--- src/rtl/lbs_pkg.sv ---
`timescale 1ns / 1ps
`default_nettype none
// ----------------------------------------------------------------------------
// LED blink sequencer package
// Item kinds, sequencer phases and the stored command and state records.
// ----------------------------------------------------------------------------
package lbs_pkg;

	typedef enum logic [1:0] {
		KIND_TICK  = 2'd0,
		KIND_BLINK = 2'd1,
		KIND_ON    = 2'd2,
		KIND_OFF   = 2'd3
	} kind_t;

	typedef enum logic [2:0] {
		PH_EMPTY = 3'd0,
		PH_IDLE  = 3'd1,
		PH_ON    = 3'd2,
		PH_OFF   = 3'd3,
		PH_PAUSE = 3'd4
	} phase_t;

	localparam int unsigned MS_BITS  = 16;
	localparam int unsigned LIM_BITS = 8;

	typedef struct packed {
		kind_t                mode;
		logic [MS_BITS-1:0]   on_t;
		logic [MS_BITS-1:0]   off_t;
		logic [LIM_BITS-1:0]  limit;
		logic [MS_BITS-1:0]   pause;
		logic                 fin;
	} cmd_t;

	typedef struct packed {
		phase_t phase;
		cmd_t   act;
		logic   pend_valid;
		cmd_t   pend;
		logic   led;
	} seq_state_t;

	typedef struct packed {
		kind_t                kind;
		logic [MS_BITS-1:0]   on_ms;
		logic [MS_BITS-1:0]   off_ms;
		logic [LIM_BITS-1:0]  cycle_limit;
		logic [MS_BITS-1:0]   post_pause_ms;
		logic                 fulfill;
	} item_t;

endpackage
`default_nettype wire

--- src/rtl/lbs_if.sv ---
`timescale 1ns / 1ps
`default_nettype none
// ----------------------------------------------------------------------------
// LED blink sequencer channels
// Valid/ready command channel and result channel.
// ----------------------------------------------------------------------------
interface lbs_cmd_if;
	logic        valid;
	logic        ready;
	logic [1:0]  kind;
	logic [15:0] on_ms;
	logic [15:0] off_ms;
	logic [7:0]  cycle_limit;
	logic [15:0] post_pause_ms;
	logic        fulfill;

	modport source (output valid, kind, on_ms, off_ms, cycle_limit, post_pause_ms,
		fulfill, input ready);
	modport sink (input valid, kind, on_ms, off_ms, cycle_limit, post_pause_ms,
		fulfill, output ready);
endinterface

interface lbs_res_if;
	logic valid;
	logic ready;
	logic led_level;
	logic busy_res;

	modport source (output valid, led_level, busy_res, input ready);
	modport sink (input valid, led_level, busy_res, output ready);
endinterface
`default_nettype wire

--- src/rtl/lbs_step.sv ---
`timescale 1ns / 1ps
`default_nettype none
// ----------------------------------------------------------------------------
// LED blink sequencer step
// Next-state logic for one item: time advance, pending slot, takeover, action.
// ----------------------------------------------------------------------------
module lbs_step #(
	parameter int unsigned TIME_BITS  = 16,
	parameter int unsigned COUNT_BITS = 8
) (
	input  lbs_pkg::item_t      item,
	input  lbs_pkg::seq_state_t st_cur,
	input  logic [TIME_BITS-1:0]  cd_cur,
	input  logic [COUNT_BITS-1:0] cyc_cur,
	output lbs_pkg::seq_state_t st_nxt,
	output logic [TIME_BITS-1:0]  cd_nxt,
	output logic [COUNT_BITS-1:0] cyc_nxt
);

	localparam int unsigned LW = (TIME_BITS > lbs_pkg::MS_BITS) ? TIME_BITS
		: lbs_pkg::MS_BITS;
	localparam int unsigned CW = (COUNT_BITS > lbs_pkg::LIM_BITS) ? COUNT_BITS
		: lbs_pkg::LIM_BITS;
	localparam logic [LW-1:0] TMAX = LW'({TIME_BITS{1'b1}});

	function automatic logic [TIME_BITS-1:0] load_time(
		input logic [lbs_pkg::MS_BITS-1:0] t);
		logic [LW-1:0] t_ext;
		logic [LW-1:0] t_sat;
		t_ext = LW'(t);
		t_sat = (t_ext > TMAX) ? TMAX : t_ext;
		return t_sat[TIME_BITS-1:0];
	endfunction

	lbs_pkg::seq_state_t   st;
	logic [TIME_BITS-1:0]  cd;
	logic [COUNT_BITS-1:0] cyc;
	logic [COUNT_BITS-1:0] cyc_inc;

	always_comb begin
		st      = st_cur;
		cd      = cd_cur;
		cyc     = cyc_cur;
		cyc_inc = cyc_cur + COUNT_BITS'(1);

		if (item.kind == lbs_pkg::KIND_TICK) begin
			if (cd != '0) begin
				cd = cd - TIME_BITS'(1);
			end
		end else begin
			st.pend      = '0;
			st.pend.mode = item.kind;
			if (item.kind == lbs_pkg::KIND_BLINK) begin
				st.pend.on_t  = item.on_ms;
				st.pend.off_t = item.off_ms;
				st.pend.limit = item.cycle_limit;
				st.pend.pause = item.post_pause_ms;
				st.pend.fin   = item.fulfill;
			end
			st.pend_valid = 1'b1;
		end

		if (st.pend_valid && (st.phase == lbs_pkg::PH_EMPTY ||
				(!st.act.fin && st.pend != st.act))) begin
			st.act        = st.pend;
			st.phase      = lbs_pkg::PH_IDLE;
			st.pend_valid = 1'b0;
			cd            = '0;
		end

		if (st.phase != lbs_pkg::PH_EMPTY && cd == '0) begin
			case (st.act.mode)
				lbs_pkg::KIND_ON: begin
					st.led   = 1'b1;
					st.phase = lbs_pkg::PH_EMPTY;
				end
				lbs_pkg::KIND_OFF: begin
					st.led   = 1'b0;
					st.phase = lbs_pkg::PH_EMPTY;
				end
				lbs_pkg::KIND_BLINK: begin
					case (st.phase)
						lbs_pkg::PH_IDLE: begin
							cyc      = '0;
							st.led   = 1'b1;
							cd       = load_time(st.act.on_t);
							st.phase = lbs_pkg::PH_ON;
						end
						lbs_pkg::PH_ON: begin
							st.led   = 1'b0;
							cd       = load_time(st.act.off_t);
							st.phase = lbs_pkg::PH_OFF;
						end
						lbs_pkg::PH_OFF: begin
							cyc = cyc_inc;
							if (st.act.limit == '0 || CW'(cyc_inc) < CW'(st.act.limit)) begin
								st.led   = 1'b1;
								cd       = load_time(st.act.on_t);
								st.phase = lbs_pkg::PH_ON;
							end else begin
								cd       = load_time(st.act.pause);
								st.phase = lbs_pkg::PH_PAUSE;
							end
						end
						lbs_pkg::PH_PAUSE: begin
							st.phase = lbs_pkg::PH_EMPTY;
						end
						default: begin
						end
					endcase
				end
				default: begin
				end
			endcase
		end
	end

	assign st_nxt  = st;
	assign cd_nxt  = cd;
	assign cyc_nxt = cyc;

endmodule
`default_nettype wire

--- src/rtl/led_blink_sequencer.sv ---
`timescale 1ns / 1ps
`default_nettype none
// ----------------------------------------------------------------------------
// LED blink sequencer
// Drives one LED from blink/on/off commands and millisecond ticks.
//
//   Channel  Dir  Payload                                               Per item
//   cmd      in   kind, on_ms, off_ms, cycle_limit, post_pause_ms, fulfill  one
//   res      out  led_level, busy_res                                   one
//
// One transaction per cycle sustained while res is not stalled; a result is
// presented after the input register, then the state and result register.
// The sequencer step is one pass of next-state logic on the input register.
// Reset clears the sequencer to an empty slot with the LED dark.
// A stalled result holds the input register; cmd.ready drops only then.
// ----------------------------------------------------------------------------
module led_blink_sequencer #(
	parameter int unsigned TIME_BITS  = 16,
	parameter int unsigned COUNT_BITS = 8
) (
	input  wire          clk,
	input  wire          arst_n,
	lbs_cmd_if.sink      cmd,
	lbs_res_if.source    res
);

	logic                  item_v_s1;
	lbs_pkg::item_t        item_s1;
	logic                  adv;

	lbs_pkg::seq_state_t   st_q;
	lbs_pkg::seq_state_t   st_nxt;
	logic [TIME_BITS-1:0]  cd_q;
	logic [TIME_BITS-1:0]  cd_nxt;
	logic [COUNT_BITS-1:0] cyc_q;
	logic [COUNT_BITS-1:0] cyc_nxt;

	logic                  res_v_q;
	logic                  led_q;
	logic                  busy_q;

	assign adv       = item_v_s1 && (!res_v_q || res.ready);
	assign cmd.ready = !item_v_s1 || adv;

	always_ff @(posedge clk or negedge arst_n) begin
		if (!arst_n) begin
			item_v_s1 <= 1'b0;
		end else if (cmd.ready) begin
			item_v_s1 <= cmd.valid;
		end
	end

	always_ff @(posedge clk) begin
		if (cmd.ready && cmd.valid) begin
			item_s1.kind          <= lbs_pkg::kind_t'(cmd.kind);
			item_s1.on_ms         <= cmd.on_ms;
			item_s1.off_ms        <= cmd.off_ms;
			item_s1.cycle_limit   <= cmd.cycle_limit;
			item_s1.post_pause_ms <= cmd.post_pause_ms;
			item_s1.fulfill       <= cmd.fulfill;
		end
	end

	lbs_step #(
		.TIME_BITS  (TIME_BITS),
		.COUNT_BITS (COUNT_BITS)
	) u_step (
		.item    (item_s1),
		.st_cur  (st_q),
		.cd_cur  (cd_q),
		.cyc_cur (cyc_q),
		.st_nxt  (st_nxt),
		.cd_nxt  (cd_nxt),
		.cyc_nxt (cyc_nxt)
	);

	always_ff @(posedge clk or negedge arst_n) begin
		if (!arst_n) begin
			st_q    <= '0;
			cd_q    <= '0;
			cyc_q   <= '0;
			res_v_q <= 1'b0;
			led_q   <= 1'b0;
			busy_q  <= 1'b0;
		end else if (adv) begin
			st_q    <= st_nxt;
			cd_q    <= cd_nxt;
			cyc_q   <= cyc_nxt;
			res_v_q <= 1'b1;
			led_q   <= st_nxt.led;
			busy_q  <= (st_nxt.phase != lbs_pkg::PH_EMPTY) || st_nxt.pend_valid;
		end else if (res.ready) begin
			res_v_q <= 1'b0;
		end
	end

	assign res.valid     = res_v_q;
	assign res.led_level = led_q;
	assign res.busy_res  = busy_q;

	a_adv_gives_result: assert property (@(posedge clk) disable iff (!arst_n)
		adv |=> res_v_q)
		else $error("step taken without a result");

	a_stall_holds_state: assert property (@(posedge clk) disable iff (!arst_n)
		(res_v_q && !res.ready) |=> ($stable(st_q) && $stable(cd_q) && $stable(cyc_q)))
		else $error("state moved while result stalled");

	a_empty_no_time: assert property (@(posedge clk) disable iff (!arst_n)
		(st_q.phase == lbs_pkg::PH_EMPTY) |-> (cd_q == '0))
		else $error("countdown running with empty slot");

	a_item_held: assert property (@(posedge clk) disable iff (!arst_n)
		(item_v_s1 && !adv) |=> (item_v_s1 && $stable(item_s1)))
		else $error("input register lost a transaction");

endmodule
`default_nettype wire
--- src/flat_wrapper.sv ---
// flat-port wrapper written by rule: the top's interface ports become plain ports
module led_blink_sequencer_flat 
#(
	parameter int unsigned TIME_BITS  = 16,
	parameter int unsigned COUNT_BITS = 8
)
  (clk, arst_n, cmd_valid, cmd_kind, cmd_on_ms, cmd_off_ms, cmd_cycle_limit, cmd_post_pause_ms, cmd_fulfill, cmd_ready, res_valid, res_led_level, res_busy_res, res_ready);
  lbs_cmd_if cmd_i ();
  lbs_res_if res_i ();
  input  wire clk;
  input  wire arst_n;
  input wire logic [$bits(cmd_i.valid)-1:0] cmd_valid;
  input wire logic [$bits(cmd_i.kind)-1:0] cmd_kind;
  input wire logic [$bits(cmd_i.on_ms)-1:0] cmd_on_ms;
  input wire logic [$bits(cmd_i.off_ms)-1:0] cmd_off_ms;
  input wire logic [$bits(cmd_i.cycle_limit)-1:0] cmd_cycle_limit;
  input wire logic [$bits(cmd_i.post_pause_ms)-1:0] cmd_post_pause_ms;
  input wire logic [$bits(cmd_i.fulfill)-1:0] cmd_fulfill;
  output wire logic [$bits(cmd_i.ready)-1:0] cmd_ready;
  output wire logic [$bits(res_i.valid)-1:0] res_valid;
  output wire logic [$bits(res_i.led_level)-1:0] res_led_level;
  output wire logic [$bits(res_i.busy_res)-1:0] res_busy_res;
  input wire logic [$bits(res_i.ready)-1:0] res_ready;
  assign cmd_i.valid = cmd_valid;
  assign cmd_i.kind = cmd_kind;
  assign cmd_i.on_ms = cmd_on_ms;
  assign cmd_i.off_ms = cmd_off_ms;
  assign cmd_i.cycle_limit = cmd_cycle_limit;
  assign cmd_i.post_pause_ms = cmd_post_pause_ms;
  assign cmd_i.fulfill = cmd_fulfill;
  assign cmd_ready = cmd_i.ready;
  assign res_valid = res_i.valid;
  assign res_led_level = res_i.led_level;
  assign res_busy_res = res_i.busy_res;
  assign res_i.ready = res_ready;
  led_blink_sequencer #(.TIME_BITS(TIME_BITS), .COUNT_BITS(COUNT_BITS)) u_core (.clk(clk), .arst_n(arst_n), .cmd(cmd_i), .res(res_i));
endmodule
--- config.mk ---
export PLATFORM = sky130hd
export DESIGN_NAME = led_blink_sequencer_flat
export DESIGN_NICKNAME = d
export VERILOG_FILES = /design/src/rtl/lbs_pkg.sv /design/src/rtl/lbs_if.sv /design/src/rtl/lbs_step.sv /design/src/rtl/led_blink_sequencer.sv /design/src/flat_wrapper.sv
export SDC_FILE = /design/constraint.sdc
export NUM_CORES = 1
export LEC_CHECK = 0
export BUFFER_PORTS_ARGS = -buffer_cell sky130_fd_sc_hd__buf_2
export CAP_MARGIN = 10
export CORE_AREA = 2 2 146 148
export DETAILED_ROUTE_END_ITERATION = 10
export DIE_AREA = 0 0 148 150
export PLACE_DENSITY = 0.73
export REMOVE_ABC_BUFFERS = 1
export SYNTH_ARGS = -nofsm -noshare
export SYNTH_HDL_FRONTEND = slang
export SYNTH_SLANG_ARGS = --single-unit
--- constraint.sdc ---
create_clock -name clk -period 13.9 [get_ports clk]
set_input_delay 0.695 -clock clk [delete_from_list [all_inputs] [get_ports clk]]
set_output_delay 0.695 -clock clk [all_outputs]
set_load 0.05 [all_outputs]
# ---- Word-level counts from Yosys, hierarchy flattened
# Index checks and enable logic that the tools add are counted.
dict set report op_classes {
  add_sub_neg 2
  n_lt_le_gt_ge 4
  eq_ne 11
  n_mux 23
  reduce_logical 27
}
# cell n
set op_table {}
lappend op_table {{$mux W16} 9}
lappend op_table {{$mux W63} 1}
lappend op_table {{$mux W60} 1}
lappend op_table {{$ne A59 B59 Y1} 1}
lappend op_table {{$mux W57} 1}
lappend op_table {{$gt A16 B16 Y1 const B} 3}
lappend op_table {{$pmux W16 S3} 1}
lappend op_table {{$logic_not A16 Y1} 1}
lappend op_table {{$pmux W8 S2} 1}
lappend op_table {{$reduce_bool A16 Y1} 1}
lappend op_table {{$sub A16 B1 Y16 const B} 1}
lappend op_table {{$pmux W3 S4} 1}
lappend op_table {{$reduce_bool A3 Y1} 3}
lappend op_table {{$add A8 B1 Y8 const B} 1}
lappend op_table {{$logic_not A8 Y1} 1}
lappend op_table {{$lt A8 B8 Y1} 1}
lappend op_table {{$eq A3 B2 Y1 const B} 2}
lappend op_table {{$mux W3} 2}
lappend op_table {{$pmux W1 S3} 2}
lappend op_table {{$pmux W3 S2} 1}
lappend op_table {{$logic_and A1 B1 Y1} 5}
lappend op_table {{$logic_or A1 B1 Y1} 5}
lappend op_table {{$reduce_and A5 Y1} 1}
lappend op_table {{$eq A2 B1 Y1 const B} 2}
lappend op_table {{13 further kinds} 19}
dict set report totals {
  reg_bits 209
  input_bits 63
  output_inout_bits 4
  wordCells 93
}

# ---- Logic depth before layout (Yosys ltp)
# Gate-level depths: netlist of the first run.
dict set report logic_depth {
  ltp_word 16
  depth_mapped 26
  ltp_nobuf 19
}

# ---- By module
# Synthesis of the first run repeated with hierarchy kept, for this count alone.
dict set report unflattened {
  cells_unflattened 1128
  area_unflattened_um2 12587.1
}
# module n_inst cells_each area_per_inst_um2 seq_area_each_um2
set by_module_without_submodules {}
lappend by_module_without_submodules {led_blink_sequencer 1 381 8007.7 5525.3}
lappend by_module_without_submodules {lbs_step 1 747 4579.4 0.0}

# ---- Worst setup path after synthesis of the first run
# OpenSTA, ideal clock, no wires.
dict set report synth_timing {
  path_type {register to register}
  start {register u_core.item_s1[57] (netlist bit)}
  end {register u_core.cd_q[0]}
  setup_ps 126
  t_arrival_ps 4916
  path_slack_ps 8858
  stages_incl_launch_ff 23
  synth_period_minus_slack_ps 5042
  path_cell_list {edfxtp_1 > buf_2 > buf_6 > mux2i_1 > nor3_1 > nor4b_1 > nand4_1 > nor4_1 > a22oi_1 > o21ai_1 > clkbuf_1 > nor2_1 > a21oi_1 > ha_1 > a21boi_0 > a2111oi_0 > nor3_1 > o311a_1 > clkbuf_1 > mux2_2 > a221oi_1 > and4b_1 > a221o_1}
}
dict set report synth_between {
  elab_chain_len 14
  word_cells_on_any_way 31
}
# item line
set synth_rtl {}
lappend synth_rtl {{start: declaration} led_blink_sequencer.sv:28} ;# lbs_pkg::item_t item_s1;
lappend synth_rtl {{$eq A2 B1 Y1} lbs_step.sv:53} ;# if (item.kind == lbs_pkg::KIND_BLINK) begin
lappend synth_rtl {{$mux W57} lbs_step.sv:53}
lappend synth_rtl {{$mux W60} lbs_step.sv:46} ;# if (item.kind == lbs_pkg::KIND_TICK) begin
lappend synth_rtl {{$ne A59 B59 Y1} lbs_step.sv:64} ;# (!st.act.fin && st.pend != st.act))) begin
lappend synth_rtl {{$logic_and A1 B1 Y1} lbs_step.sv:64}
lappend synth_rtl {{$logic_or A1 B1 Y1} lbs_step.sv:63} ;# if (st.pend_valid && (st.phase == lbs_pkg::PH_EMPTY ||
lappend synth_rtl {{$logic_and A1 B1 Y1} lbs_step.sv:63}
lappend synth_rtl {{$mux W63} lbs_step.sv:63}
lappend synth_rtl {{$gt A16 B16 Y1 (tied with other cells)} lbs_step.sv:31} ;# t_sat = (t_ext > TMAX) ? TMAX : t_ext;
lappend synth_rtl {{$mux W16 / $logic_or A1 B1 Y1 (equally long branches)} {lbs_step.sv:31, lbs_step.sv:96}}
lappend synth_rtl {{$mux W16} lbs_step.sv:96} ;# if (st.act.limit == '0 || CW'(cyc_inc) < CW'(st.act.limit)) begin
lappend synth_rtl {{$pmux W16 S3} lbs_step.sv:82} ;# case (st.phase)
lappend synth_rtl {{$mux W16} lbs_step.sv:72} ;# case (st.act.mode)
lappend synth_rtl {{$mux W16 (*)} lbs_step.sv:71} ;# if (st.phase != lbs_pkg::PH_EMPTY && cd == '0) begin
lappend synth_rtl {{end signal: assignment} led_blink_sequencer.sv:87} ;# cd_q <= cd_nxt;
lappend synth_rtl {{end: declaration} led_blink_sequencer.sv:33} ;# logic [TIME_BITS-1:0] cd_q;
# Mark *: on every way between the ends. The rest lies on a longest branch, timed or not.
# A chain may end at the register's enable or synchronous reset.

# ---- Worst setup path after layout of the first run
# Same ends and word-level chain as after synthesis.

==> results of run 1 <==
==> per-stage QoR <==
step | total power [mW] | std cells
final | 2.046 | 1436
after global routing | 2.154 | 1436
after CTS | 2.049 | 1436
after detailed placement | 1.390 | 1392
after global placement | 1.380 | 1392
after floorplan | 1.215 | 1039
==> logic make-up after synthesis <==
family | count (synthesis) | share of synthesized area (%)
XOR/XNOR | 9 | 0.6934
flip-flops | 209 | 48.61
buffers and inverters | 93 | 3.555
adder cells (fa/ha/maj) | 9 | 0.9907
AND/OR/NAND/NOR | 403 | 18.54
AO/OA/AOI/OAI | 295 | 18.53
multiplexers | 100 | 9.092
==> power by group <==
part	total [mW]	switching, mW	internal (mW)
combinational	0.573	0.349	0.224
clock	0.654	0.241	0.413
sequential	0.819	0.0985	0.720
total	2.05	0.689	1.36
==> registers in the layout, indices dropped and copies added, names as in the netlist <==
| signal | flops |
|---|---|
| u_core.cyc_q | 8 |
| u_core.res.valid | 1 |
| u_core.res.busy_res | 1 |
| u_core.cd_q | 16 |
| u_core.item_s1 | 59 |
| u_core.st_q | 123 |
| u_core.item_v_s1 | 1 |
==> cells in the mapped netlist (14+ instances only) <==
cell type | n | share of area, %
o31ai_1 | 38 | 2.5
nor4_1 | 58 | 3.2
nand2_1 | 117 | 3.9
o21a_1 | 55 | 3.6
mux2_2 | 22 | 2.2
o21ai_0 | 75 | 3.3
a21oi_1 | 28 | 1.2
clkbuf_1 | 58 | 1.9
inv_1 | 14 | 0.46
dfrtp_1 | 150 | 33
nor3_1 | 70 | 3.1
edfxtp_1 | 59 | 16
nor2_1 | 53 | 1.8
mux2i_1 | 77 | 6.8
a32o_1 | 41 | 3.6
or2_2 | 16 | 0.88
nand4_1 | 18 | 0.99
==> metal layers <==
layer / GRT usage (%) / wire, um
met1: 37.71 / 12730
met3: 4.787 / 2241
met4: 9.667 / 936
met5: 0 / 13
met2: 40.86 / 12940
==> cell type report <==
type | instances | area, um2
sequential | 209 | 5525
timing repair buffer | 78 | 439.2
clock inverter | 10 | 147.6
clock buffer | 34 | 679.4
tap | 275 | 344.1
fill | 1734 | 8028
inverter | 14 | 52.55
multi-input combinational | 816 | 5474
==> cells in the final DEF (no fill, tap or decap), types with 18 or more instances in the layout <==
master     count
a21oi_1       28
a32o_1        41
buf_2         65
clkbuf_16     25
dfrtp_1      150
edfxtp_1      59
mux2_2        22
mux2i_1       77
nand2_1      115
nand4_1       18
nor2_1        52
nor3_1        70
nor4_1        58
o21a_1        55
o21ai_0       75
o31ai_1       38
==> worst max path at each step <==
stage / depth (start not counted) / slack (ps) / end / startpoint
after floorplan: 8 / 3190 / u_core.st_q[100] / u_core.item_s1[58]
after global placement: 21 / 6880 / u_core.cd_q[0] / u_core.item_s1[57]
after detailed placement: 20 / 6830 / u_core.cd_q[0] / u_core.item_s1[57]
after CTS: 20 / 6780 / u_core.cd_q[0] / u_core.item_s1[57]
after global routing: 20 / 6130 / u_core.cd_q[0] / u_core.item_s1[57]
final: 20 / 6760 / u_core.cd_q[0] / u_core.item_s1[57]
==> impl_metrics.py, run 1 <==
metrics = {
    "status": {
        "run_status": "finished clean",
    },
    "placed_design": {
        "place_congestion": 0.9056,
        "placed_area_um2": 11840,
        "hpwl_um": 19540,
        "port_buffers": 66,
        "dp_slack_ps": 6826,
    },
    "final_layout": {
        "finish.utilization_pct": 61.20,
        "antenna_cells": 0,
        "nets": 1215,
        "fin_area_um2": 12660,
        "area_delta_synth_final_pct": 11.39,
        "drive_above_1_share_pct": 15.50,
    },
    "routing": {
        "dr.pass1.iters": 5,
        "vias_per_cell": 6.467,
        "remaining_drc_errors": 0,
        "ant_nets": 0,
        "dr.first_iter.drc_count": 907,
        "vias": 9287,
        "drt-total-wl_um": 28860,
        "wl_per_cell_um": 20.10,
    },
    "setup_path": {
        "worstRegToRegCells": 20,
        "crit_path_end_kind": "flip-flop",
        "path_buf_inv": 3,
        "slowest_delay_ps": 930,
        "worst_setup_path_start_kind": "flip-flop",
        "cp_max_fo": 68,
        "required_ps": 14290,
        "crit_family": "compound AO/OA/AOI/OAI gates",
        "critPathKind": "flip-flop to flip-flop",
        "rr_endpoint": "u_core.cd_q[0]",
        "ff2ff_setup_slack_ps": 6760,
        "r2r_start": "u_core.item_s1[57]",
        "critPathSlowestCell": "o311a_1",
        "crit_chain": "buf_4 > buf_4 > mux2i_1 > nor3_1 > nor4_1 > nand4_1 > nor4_1 > a22oi_1 > o21ai_1 > buf_4 > a21oi_1 > ha_1 > a21boi_0 > a2111oi_0 > nor3_1 > o311a_1 > mux2_2 > a221oi_1 > and4b_1 > a221o_1",
        "worstPathArrival_ps": 7540,
        "crit_top_cell": "buf_4",
    },
    "timing": {
        "tightest_slew_ps": 1133,
        "holdWs_ps": 278.6,
        "setup_violations": 0,
        "setup_tns_ps": 0,
        "worst_slack_ps": 6755,
        "period_minus_slack_ps": 7145,
        "maxSlewViolCount": 0,
        "finalCritPeriodShare_pct": 51.40,
        "hold_viol": 0,
        "timing.fmax_mhz": 140.0,
        "rsz0062_at_grt": "false",
        "relSlewSlack_pct": 24.48,
        "skew_ps": 15.60,
    },
    "logic_synthesis": {
        "ys_async_sr_fraction_pct": 71.77,
        "syn_area_um2": 11370,
        "synth_cell_types": 73,
        "yosysSeqAreaShare_pct": 48.61,
        "synth_edf_count": 59,
        "synth_area_per_cell_um2": 10.17,
        "synthCells": 1118,
        "synth_warnings": 0,
        "synth-seq-cells": 209,
        "synthFlopType": "dfrtp_1",
    },
    "global_route": {
        "grt_max_degree": 187,
        "grt_first_pass_wirelength_um": 46940,
        "antenna_found_initial": 1,
        "grt_pass1_vias": 8657,
        "grt_usage_pct": 26.50,
        "grt.overflow.total": 0,
    },
    "floorplanning": {
        "rows": 53,
        "pin_count": 67,
        "dieArea_um2": 22200,
        "initial_utilization_pct": 54.94,
        "die_h_um": 150,
        "die_w_um": 148,
        "coreArea_um2": 20690,
    },
    "flow_run": {
        "cap_violations": 0,
    },
    "cts": {
        "cts_hold_buf": 0,
        "clock-sinks": 209,
        "cts_max_path_buffers": 3,
        "post_cts.repair.setup_buffers": 0,
        "cts_buffers": 24,
        "cts_tree": "built",
        "clk_latency_ps": 510,
        "cts-root-buf": "clkbuf_16",
        "cts_resized": 0,
        "clk_pin_slew_worst_paths_ps": 60,
        "htree_levels": 1,
    },
    "hold_path": {
        "hold_path_class": "primary input to async pin",
    },
    "pwr": {
        "p_per_area_nw_per_um2": 161.6,
        "total_leakage_power_nw": 5.182,
        "max-vdd-ir-drop_mv": 0.1201,
    },
}
(Power assumes the default switching activity.)
==> inputs of run 2 (changes only) <==
--- a/config.mk
+++ b/config.mk
@@ -5,12 +5,13 @@
 export SDC_FILE = /design/constraint.sdc
 export NUM_CORES = 1
 export LEC_CHECK = 0
+export ABC_AREA = 1
 export BUFFER_PORTS_ARGS = -buffer_cell sky130_fd_sc_hd__buf_2
 export CAP_MARGIN = 10
-export CORE_AREA = 2 2 146 148
+export CORE_AREA = 2 2 147 149
 export DETAILED_ROUTE_END_ITERATION = 10
-export DIE_AREA = 0 0 148 150
-export PLACE_DENSITY = 0.73
+export DIE_AREA = 0 0 149 151
+export PLACE_DENSITY = 0.76
 export REMOVE_ABC_BUFFERS = 1
 export SYNTH_ARGS = -nofsm -noshare
 export SYNTH_HDL_FRONTEND = slang
==> constraint.sdc (replaced) <==
create_clock -name clk -period 6.5 [get_ports clk]
set_input_delay 0.325 -clock clk [delete_from_list [all_inputs] [get_ports clk]]
set_output_delay 0.325 -clock clk [all_outputs]
set_load 0.05 [all_outputs]
==> run 2 against run 1 <==
Compared with the run above: sequential share of layout area decreased by 2.4 points; synthesized cell count increased by 40%; critical path depth increased by 5; routed wire length increased by 1.5%; flip-flop and latch count unchanged; worst setup slack got worse by 5500 ps; synthesized area increased by 1.8%; hold slack got worse by 260 ps; cell count increased by 36%; sequential power increased by 140%; maximum frequency increased by 37%; power increased to 2.8 times the previous value; largest cell class unchanged.
==> impl_metrics.py, run 2 <==
metrics = {
    "final_layout": {
        "nets": 1731,
        "area_delta_synth_final_pct": 15.82,
        "fin_area_um2": 13400,
        "mostFrequentLayoutCells": "nand2_1 (582), o21ai_0 (159), dfrtp_1 (150)",
        "largest_register": "u_core.st_q",
        "largest_register_ffs": 123,
        "layout_commonest_cell": "nand2_1",
        "stdcell_count": 1952,
        "top_regs": "u_core.st_q (123), u_core.item_s1 (59), u_core.cd_q (16)",
        "drive_above_1_share_pct": 8.945,
        "antenna_cells": 0,
    },
    "routing": {
        "wl_met1_um": 12860,
        "top_layer": "met4",
        "vias": 10550,
        "dr.pass1.iters": 6,
        "wl_per_cell_um": 15.00,
        "drt-total-wl_um": 29290,
        "dr.first_iter.drc_count": 857,
        "remaining_drc_errors": 0,
        "ant_nets": 0,
        "wl_met2_um": 13780,
        "vias_per_cell": 5.405,
        "dr_wl_met3_um": 1852,
    },
    "setup_path": {
        "crit_top_cell": "nand2_1",
        "required_ps": 6920,
        "slowest_delay_ps": 720,
        "worstRegToRegCells": 25,
        "rr_endpoint": "u_core.cd_q[10]",
        "worst_setup_path_start_kind": "flip-flop",
        "r2r_start": "u_core.item_s1[58]",
        "worstPathArrival_ps": 5630,
        "critPathSlowestCell": "inv_2",
        "ff2ff_setup_slack_ps": 1290,
        "cp_max_fo": 46,
        "crit_path_end_kind": "flip-flop",
        "critPathKind": "flip-flop to flip-flop",
    },
    "cts": {
        "htree_levels": 1,
        "cts-root-buf": "clkbuf_16",
        "clock-sinks": 209,
        "cts_hold_buf": 58,
        "cts_max_path_buffers": 3,
        "cts_resized": 0,
        "post_cts.repair.setup_buffers": 0,
        "clk_latency_ps": 520,
        "cts_tree": "built",
        "clk_pin_slew_worst_paths_ps": 60,
        "cts_buffers": 24,
    },
    "pwr": {
        "power_mw": 5.684,
        "total_leakage_power_nw": 6.307,
        "swShare_pct": 41.24,
        "power_frac_clock_pct": 24.6,
        "seq_power_share_pct": 35.1,
        "p_per_area_nw_per_um2": 424.2,
        "p_sw_mw": 2.344,
        "p_int_mw": 3.340,
        "max-vdd-ir-drop_mv": 0.2529,
        "comb_power_share_pct": 40.3,
    },
    "logic_synthesis": {
        "synth_area_leaders": "dfrtp_1 (32%), nand2_1 (19%), edfxtp_1 (15%)",
        "syn_area_um2": 11570,
        "synthFlopType": "dfrtp_1",
        "synth_top_cell_by_area": "dfrtp_1",
        "synth.top_cell.area_share_pct": 32.45,
        "synth_edf_count": 59,
        "synth.most_common_cell": "nand2_1",
        "synth_area_per_cell_um2": 7.383,
        "synth_cell_types": 38,
        "synthCells": 1567,
        "synth_warnings": 0,
        "synthTopCellsByCount": "nand2_1 (583), o21ai_0 (159), dfrtp_1 (150)",
        "yosysSeqAreaShare_pct": 47.76,
        "ys_async_sr_fraction_pct": 71.77,
        "synth-seq-cells": 209,
    },
    "floorplanning": {
        "pin_count": 67,
        "coreArea_um2": 20820,
        "die_h_um": 151,
        "initial_utilization_pct": 55.56,
        "rows": 53,
        "die_w_um": 149,
        "dieArea_um2": 22500,
    },
    "timing": {
        "period_minus_slack_ps": 5213,
        "finalCritPeriodShare_pct": 80.20,
        "hold_viol": 0,
        "setup_violations": 0,
        "tightest_slew_ps": 1039,
        "rsz0062_at_grt": "false",
        "maxSlewViolCount": 0,
        "timing.fmax_mhz": 191.8,
        "relSlewSlack_pct": 30.61,
        "skew_ps": 14.45,
        "worst_slack_ps": 1287,
    },
    "flow_run": {
        "cap_violations": 0,
    },
    "global_route": {
        "grt_usage_pct": 26.76,
        "antenna_found_initial": 0,
        "grt_first_pass_wirelength_um": 48470,
        "grt_max_degree": 82,
        "grt_pass1_vias": 10120,
        "grt.overflow.total": 0,
    },
    "hold_path": {
        "hold_end": "u_core.item_s1[58]",
        "min_path_cells": 1,
        "hold_path_class": "primary input to flip-flop",
        "min_from": "cmd_kind[1]",
    },
    "placed_design": {
        "port_buffers": 66,
        "placed_area_um2": 12010,
        "placed_cells": 1850,
        "hpwl_um": 19010,
        "place_congestion": 0.9175,
        "dp_slack_ps": 1360,
    },
    "status": {
        "run_status": "finished clean",
    },
}
-- run 2: changes by cell type after synthesis, sizes merged, moves of 51 or more --
cell	before	now
inv	14	157
mux2i	77	0
nand2	117	592
nand3	9	138
nor2	53	104
nor3	73	6
nor4	60	5
o21a	55	2
o21ai	77	177
-- run 2: per-stage QoR --
| step | hold slack, ps | utilization (%) | setup TNS [ps] |
|---|---|---|---|
| 2_1_floorplan | 29.41 | - | -2615 |
| 3_3_place_gp | 404.2 | 57.66 | 0 |
| 3_5_place_dp | 403.0 | 57.66 | 0 |
| 4_1_cts | 2.371 | 64.35 | 0 |
| 5_1_grt | 10.09 | 64.35 | 0 |
| 6_report | 18.96 | 64.35 | 0 |
-- run 2: logic make-up (layout without fill, tap and decap cells) --
group / count (synthesis) / count (layout) / synth area share (%)
fa+ha+maj: 9 / 9 / 0.9734
flops: 209 / 209 / 47.76
xor+xnor: 11 / 11 / 0.8328
buf+inv: 226 / 336 / 8.231
simple gates: 866 / 866 / 30.96
compound gates: 246 / 246 / 11.24
-- run 2: routing by layer --
layer  global-route usage [%]  up-vias
li1                         -     5256
met1                    35.39     4914
met2                    45.44      328
met3                    4.036       53
met4                    8.857        0
met5                        0        -
-- run 2: final cells by class --
| type | count | area (um2) |
|---|---|---|
| Multi-Input combinational cell | 1132 | 5106 |
| Fill cell | 1795 | 7423 |
| Inverter | 158 | 593.1 |
| Clock buffer | 34 | 689.4 |
| Sequential cell | 209 | 5525 |
| Tap cell | 275 | 344.1 |
| Clock inverter | 10 | 123.9 |
| Timing Repair Buffer | 134 | 1017 |
-- run 2: worst max-delay path, delay by kind of cell, from the launching register on --
| kind | cells | cell delay [ps] |
|---|---|---|
| AO/OA/AOI/OAI | 2 | 660 |
| buffers and inverters | 3 | 1340 |
| flip-flops | 1 | 490 |
| AND/OR/NAND/NOR | 20 | 2590 |
-- run 2: worst max-delay path by stage --
stage | endpoint | slack [ps] | from | depth (start not counted)
3_5_place_dp | u_core.cd_q[10] | 1360 | u_core.item_s1[58] | 25
2_1_floorplan | u_core.st_q[101] | -400 | u_core.item_s1[57] | 17
3_3_place_gp | u_core.cd_q[10] | 1480 | u_core.item_s1[58] | 25
4_1_cts | u_core.cd_q[10] | 1350 | u_core.item_s1[58] | 25
6_report | u_core.cd_q[10] | 1290 | u_core.item_s1[58] | 25
5_1_grt | u_core.cd_q[4] | 780 | u_core.item_s1[58] | 27
-- run 2: power groups by stage --
stage          registers [mW]  clock network, mW  logic [mW]
5_1_grt                  2.04               1.47        2.62
3_3_place_gp             2.00                  0        2.19
2_1_floorplan            1.96                  0        1.66
3_5_place_dp             2.00                  0        2.24
4_1_cts                  1.99               1.42        2.28
6_report                 1.99               1.40        2.29
==> inputs of run 3 (changes only) <==
--- a/config.mk
+++ b/config.mk
@@ -5,12 +5,12 @@
 export SDC_FILE = /design/constraint.sdc
 export NUM_CORES = 1
 export LEC_CHECK = 0
-export ABC_AREA = 1
+export ABC_AREA = 0
 export BUFFER_PORTS_ARGS = -buffer_cell sky130_fd_sc_hd__buf_2
 export CAP_MARGIN = 10
-export CORE_AREA = 2 2 147 149
+export CORE_AREA = 2 2 146 148
 export DETAILED_ROUTE_END_ITERATION = 10
-export DIE_AREA = 0 0 149 151
+export DIE_AREA = 0 0 148 150
 export PLACE_DENSITY = 0.76
 export REMOVE_ABC_BUFFERS = 1
 export SYNTH_ARGS = -nofsm -noshare
==> constraint.sdc (replaced) <==
create_clock -name clk -period 4.29 [get_ports clk]
set_input_delay 0.2145 -clock clk [delete_from_list [all_inputs] [get_ports clk]]
set_output_delay 0.2145 -clock clk [all_outputs]
set_load 0.05 [all_outputs]
==> run 3 against run 2 <==
Compared with the run above: sequential power up 32%; hold slack better by 24 ps; maximum frequency down 0.21%; flip-flop and latch count unchanged; highest routed layer unchanged; clock skew up 7.4 ps; cell count down 11%; clock power up 47%; sequential share of layout area down 6.0 points; the flow now finishes with violations (negative setup slack); clock-buffer cell count unchanged; global-route usage up 5.4 points; critical path depth up 2.
==> impl_metrics.py, run 3 (same netlist as run 1, synthesis figures left out) <==
metrics = {
    "timing": {
        "period_minus_slack_ps": 5224,
        "setup_violations": 25,
        "rsz0062_at_grt": "true",
        "holdWs_ps": 43.07,
        "tightest_slew_ps": 1066,
        "maxSlewViolCount": 0,
        "timing.fmax_mhz": 191.4,
        "hold_viol": 0,
        "skew_ps": 21.84,
        "relSlewSlack_pct": 28.78,
        "setup_tns_ps": -16380,
        "worst_slack_ps": -933.9,
        "finalCritPeriodShare_pct": 121.8,
    },
    "routing": {
        "remaining_drc_errors": 0,
        "vias": 11010,
        "dr.first_iter.drc_count": 938,
        "ant_nets": 0,
        "wl_per_cell_um": 21.46,
        "vias_per_cell": 6.317,
        "drt-total-wl_um": 37380,
        "dr.pass1.iters": 5,
    },
    "status": {
        "violations": "negative setup slack",
        "run_status": "finished with violations",
    },
    "cts": {
        "cts-root-buf": "clkbuf_16",
        "clock-sinks": 209,
        "cts_max_path_buffers": 3,
        "clk_pin_slew_worst_paths_ps": 60,
        "cts_buffers": 24,
        "htree_levels": 1,
        "clk_latency_ps": 540,
        "cts_tree": "built",
    },
    "hold_path": {
        "hold_path_class": "primary input to flip-flop",
        "min_path_cells": 3,
    },
    "global_route": {
        "antenna_found_initial": 0,
        "grt.overflow.total": 0,
        "grt_max_degree": 73,
        "grt_pass1_vias": 10830,
        "grt_usage_pct": 32.15,
        "grt_first_pass_wirelength_um": 56460,
    },
    "setup_path": {
        "worstPathArrival_ps": 5590,
        "slowest_delay_ps": 380,
        "cp_max_fo": 7,
        "critPathKind": "flip-flop to flip-flop",
        "worst_setup_path_start_kind": "flip-flop",
        "path_depth": 27,
        "required_ps": 4660,
        "crit_top_cell": "buf_6",
        "critPathSlowestCell": "edfxtp_1",
        "crit_path_end_kind": "flip-flop",
        "crit_family": "compound AO/OA/AOI/OAI gates",
        "worstRegToRegCells": 27,
        "path_buf_inv": 8,
    },
    "final_layout": {
        "drive_above_1_share_pct": 33.06,
        "mostFrequentLayoutCells": "buf_4 (233), dfrtp_1 (150), nand2_1 (115)",
        "layout_commonest_cell": "buf_4",
        "largest_register_ffs": 123,
        "multiInputGateArea_um2": 5846,
        "top_regs": "u_core.st_q (123), u_core.item_s1 (59), u_core.cd_q (16)",
        "area_delta_synth_final_pct": 37.88,
        "antenna_cells": 0,
        "nets": 1521,
        "fillers": 1353,
        "fin_area_um2": 15670,
        "stdcell_count": 1742,
        "regArea_um2": 5525,
        "largest_register": "u_core.st_q",
    },
    "pwr": {
        "max-vdd-ir-drop_mv": 0.5113,
        "p_per_area_nw_per_um2": 471.8,
        "total_leakage_power_nw": 6.746,
        "power_mw": 7.394,
    },
    "floorplanning": {
        "rows": 53,
        "die_h_um": 150,
        "coreArea_um2": 20690,
        "die_w_um": 148,
        "pin_count": 67,
        "dieArea_um2": 22200,
        "initial_utilization_pct": 54.94,
    },
    "placed_design": {
        "port_buffers": 66,
        "placed_cells": 1615,
        "placed_area_um2": 13600,
        "hpwl_um": 22630,
        "place_congestion": 0.9901,
    },
    "flow_run": {
        "cap_violations": 0,
    },
}
-- run 3: per-layer routing --
layer  wire (um)  track usage, %  share of wire [%]  vias to the layer above
li1            -               -                  -                     4945
met1       14710           41.52                 39                     5388
met2       17810           52.59                 48                      537
met3        2793           5.457                7.5                      135
met4        2057           16.19                5.5                        0
met5           0               0                  0                        -
-- run 3: layout make-up --
class,instances,area share [%]
Sequential cell,209,35.25
Clock inverter,10,0.7584
Tap cell,275,2.195
Timing Repair Buffer,384,19.96
Clock buffer,34,4.199
Multi-Input combinational cell,816,37.30
Inverter,14,0.3353
-- run 3: worst paths after layout --
check / from / to / slack, ps
max in group asynchronous: arst_n / u_core.st_q[7] / 3010
worst max-delay path: u_core.item_s1[57] / u_core.cd_q[3] / -930
worst min register to register: u_core.st_q[27] / u_core.st_q[27] / 490
worst max register to register: u_core.item_s1[57] / u_core.cd_q[3] / -930
worst min-delay path: res_ready / u_core.res.valid / 40
min in group asynchronous: arst_n / u_core.st_q[14] / 240
-- run 3: repair_timing --
item | CTS | global route
cloned | 1 | 3
endpoints found under the hold margin | 130 | 0
gates resized for setup | 36 | 66
hold buffers | 62 | 0
buffers inserted | 10 | 8
setup endpoints to repair | 20 | 27
pin swaps | 13 | 23
-- run 3: tightest hold or removal path, cell delays in order --
cell,delay [ps]
buf_2,80
nand2b_1,150
nand2b_1,70
-- run 3: through the flow --
step | util [%] | setup WS [ps]
final | 75.75 | -933.9
after global routing | 75.75 | -1130
after CTS | 73.63 | -788.7
after detailed placement | 65.75 | -1360
after global placement | 65.75 | -1219
after floorplan | - | -6420
-- run 3: report_power, final --
group / total (mW) / switching [mW] / internal (mW)
Combinational: 2.70 / 1.45 / 1.25
Clock: 2.06 / 0.866 / 1.20
Sequential: 2.63 / 0.296 / 2.33
Total: 7.39 / 2.61 / 4.78
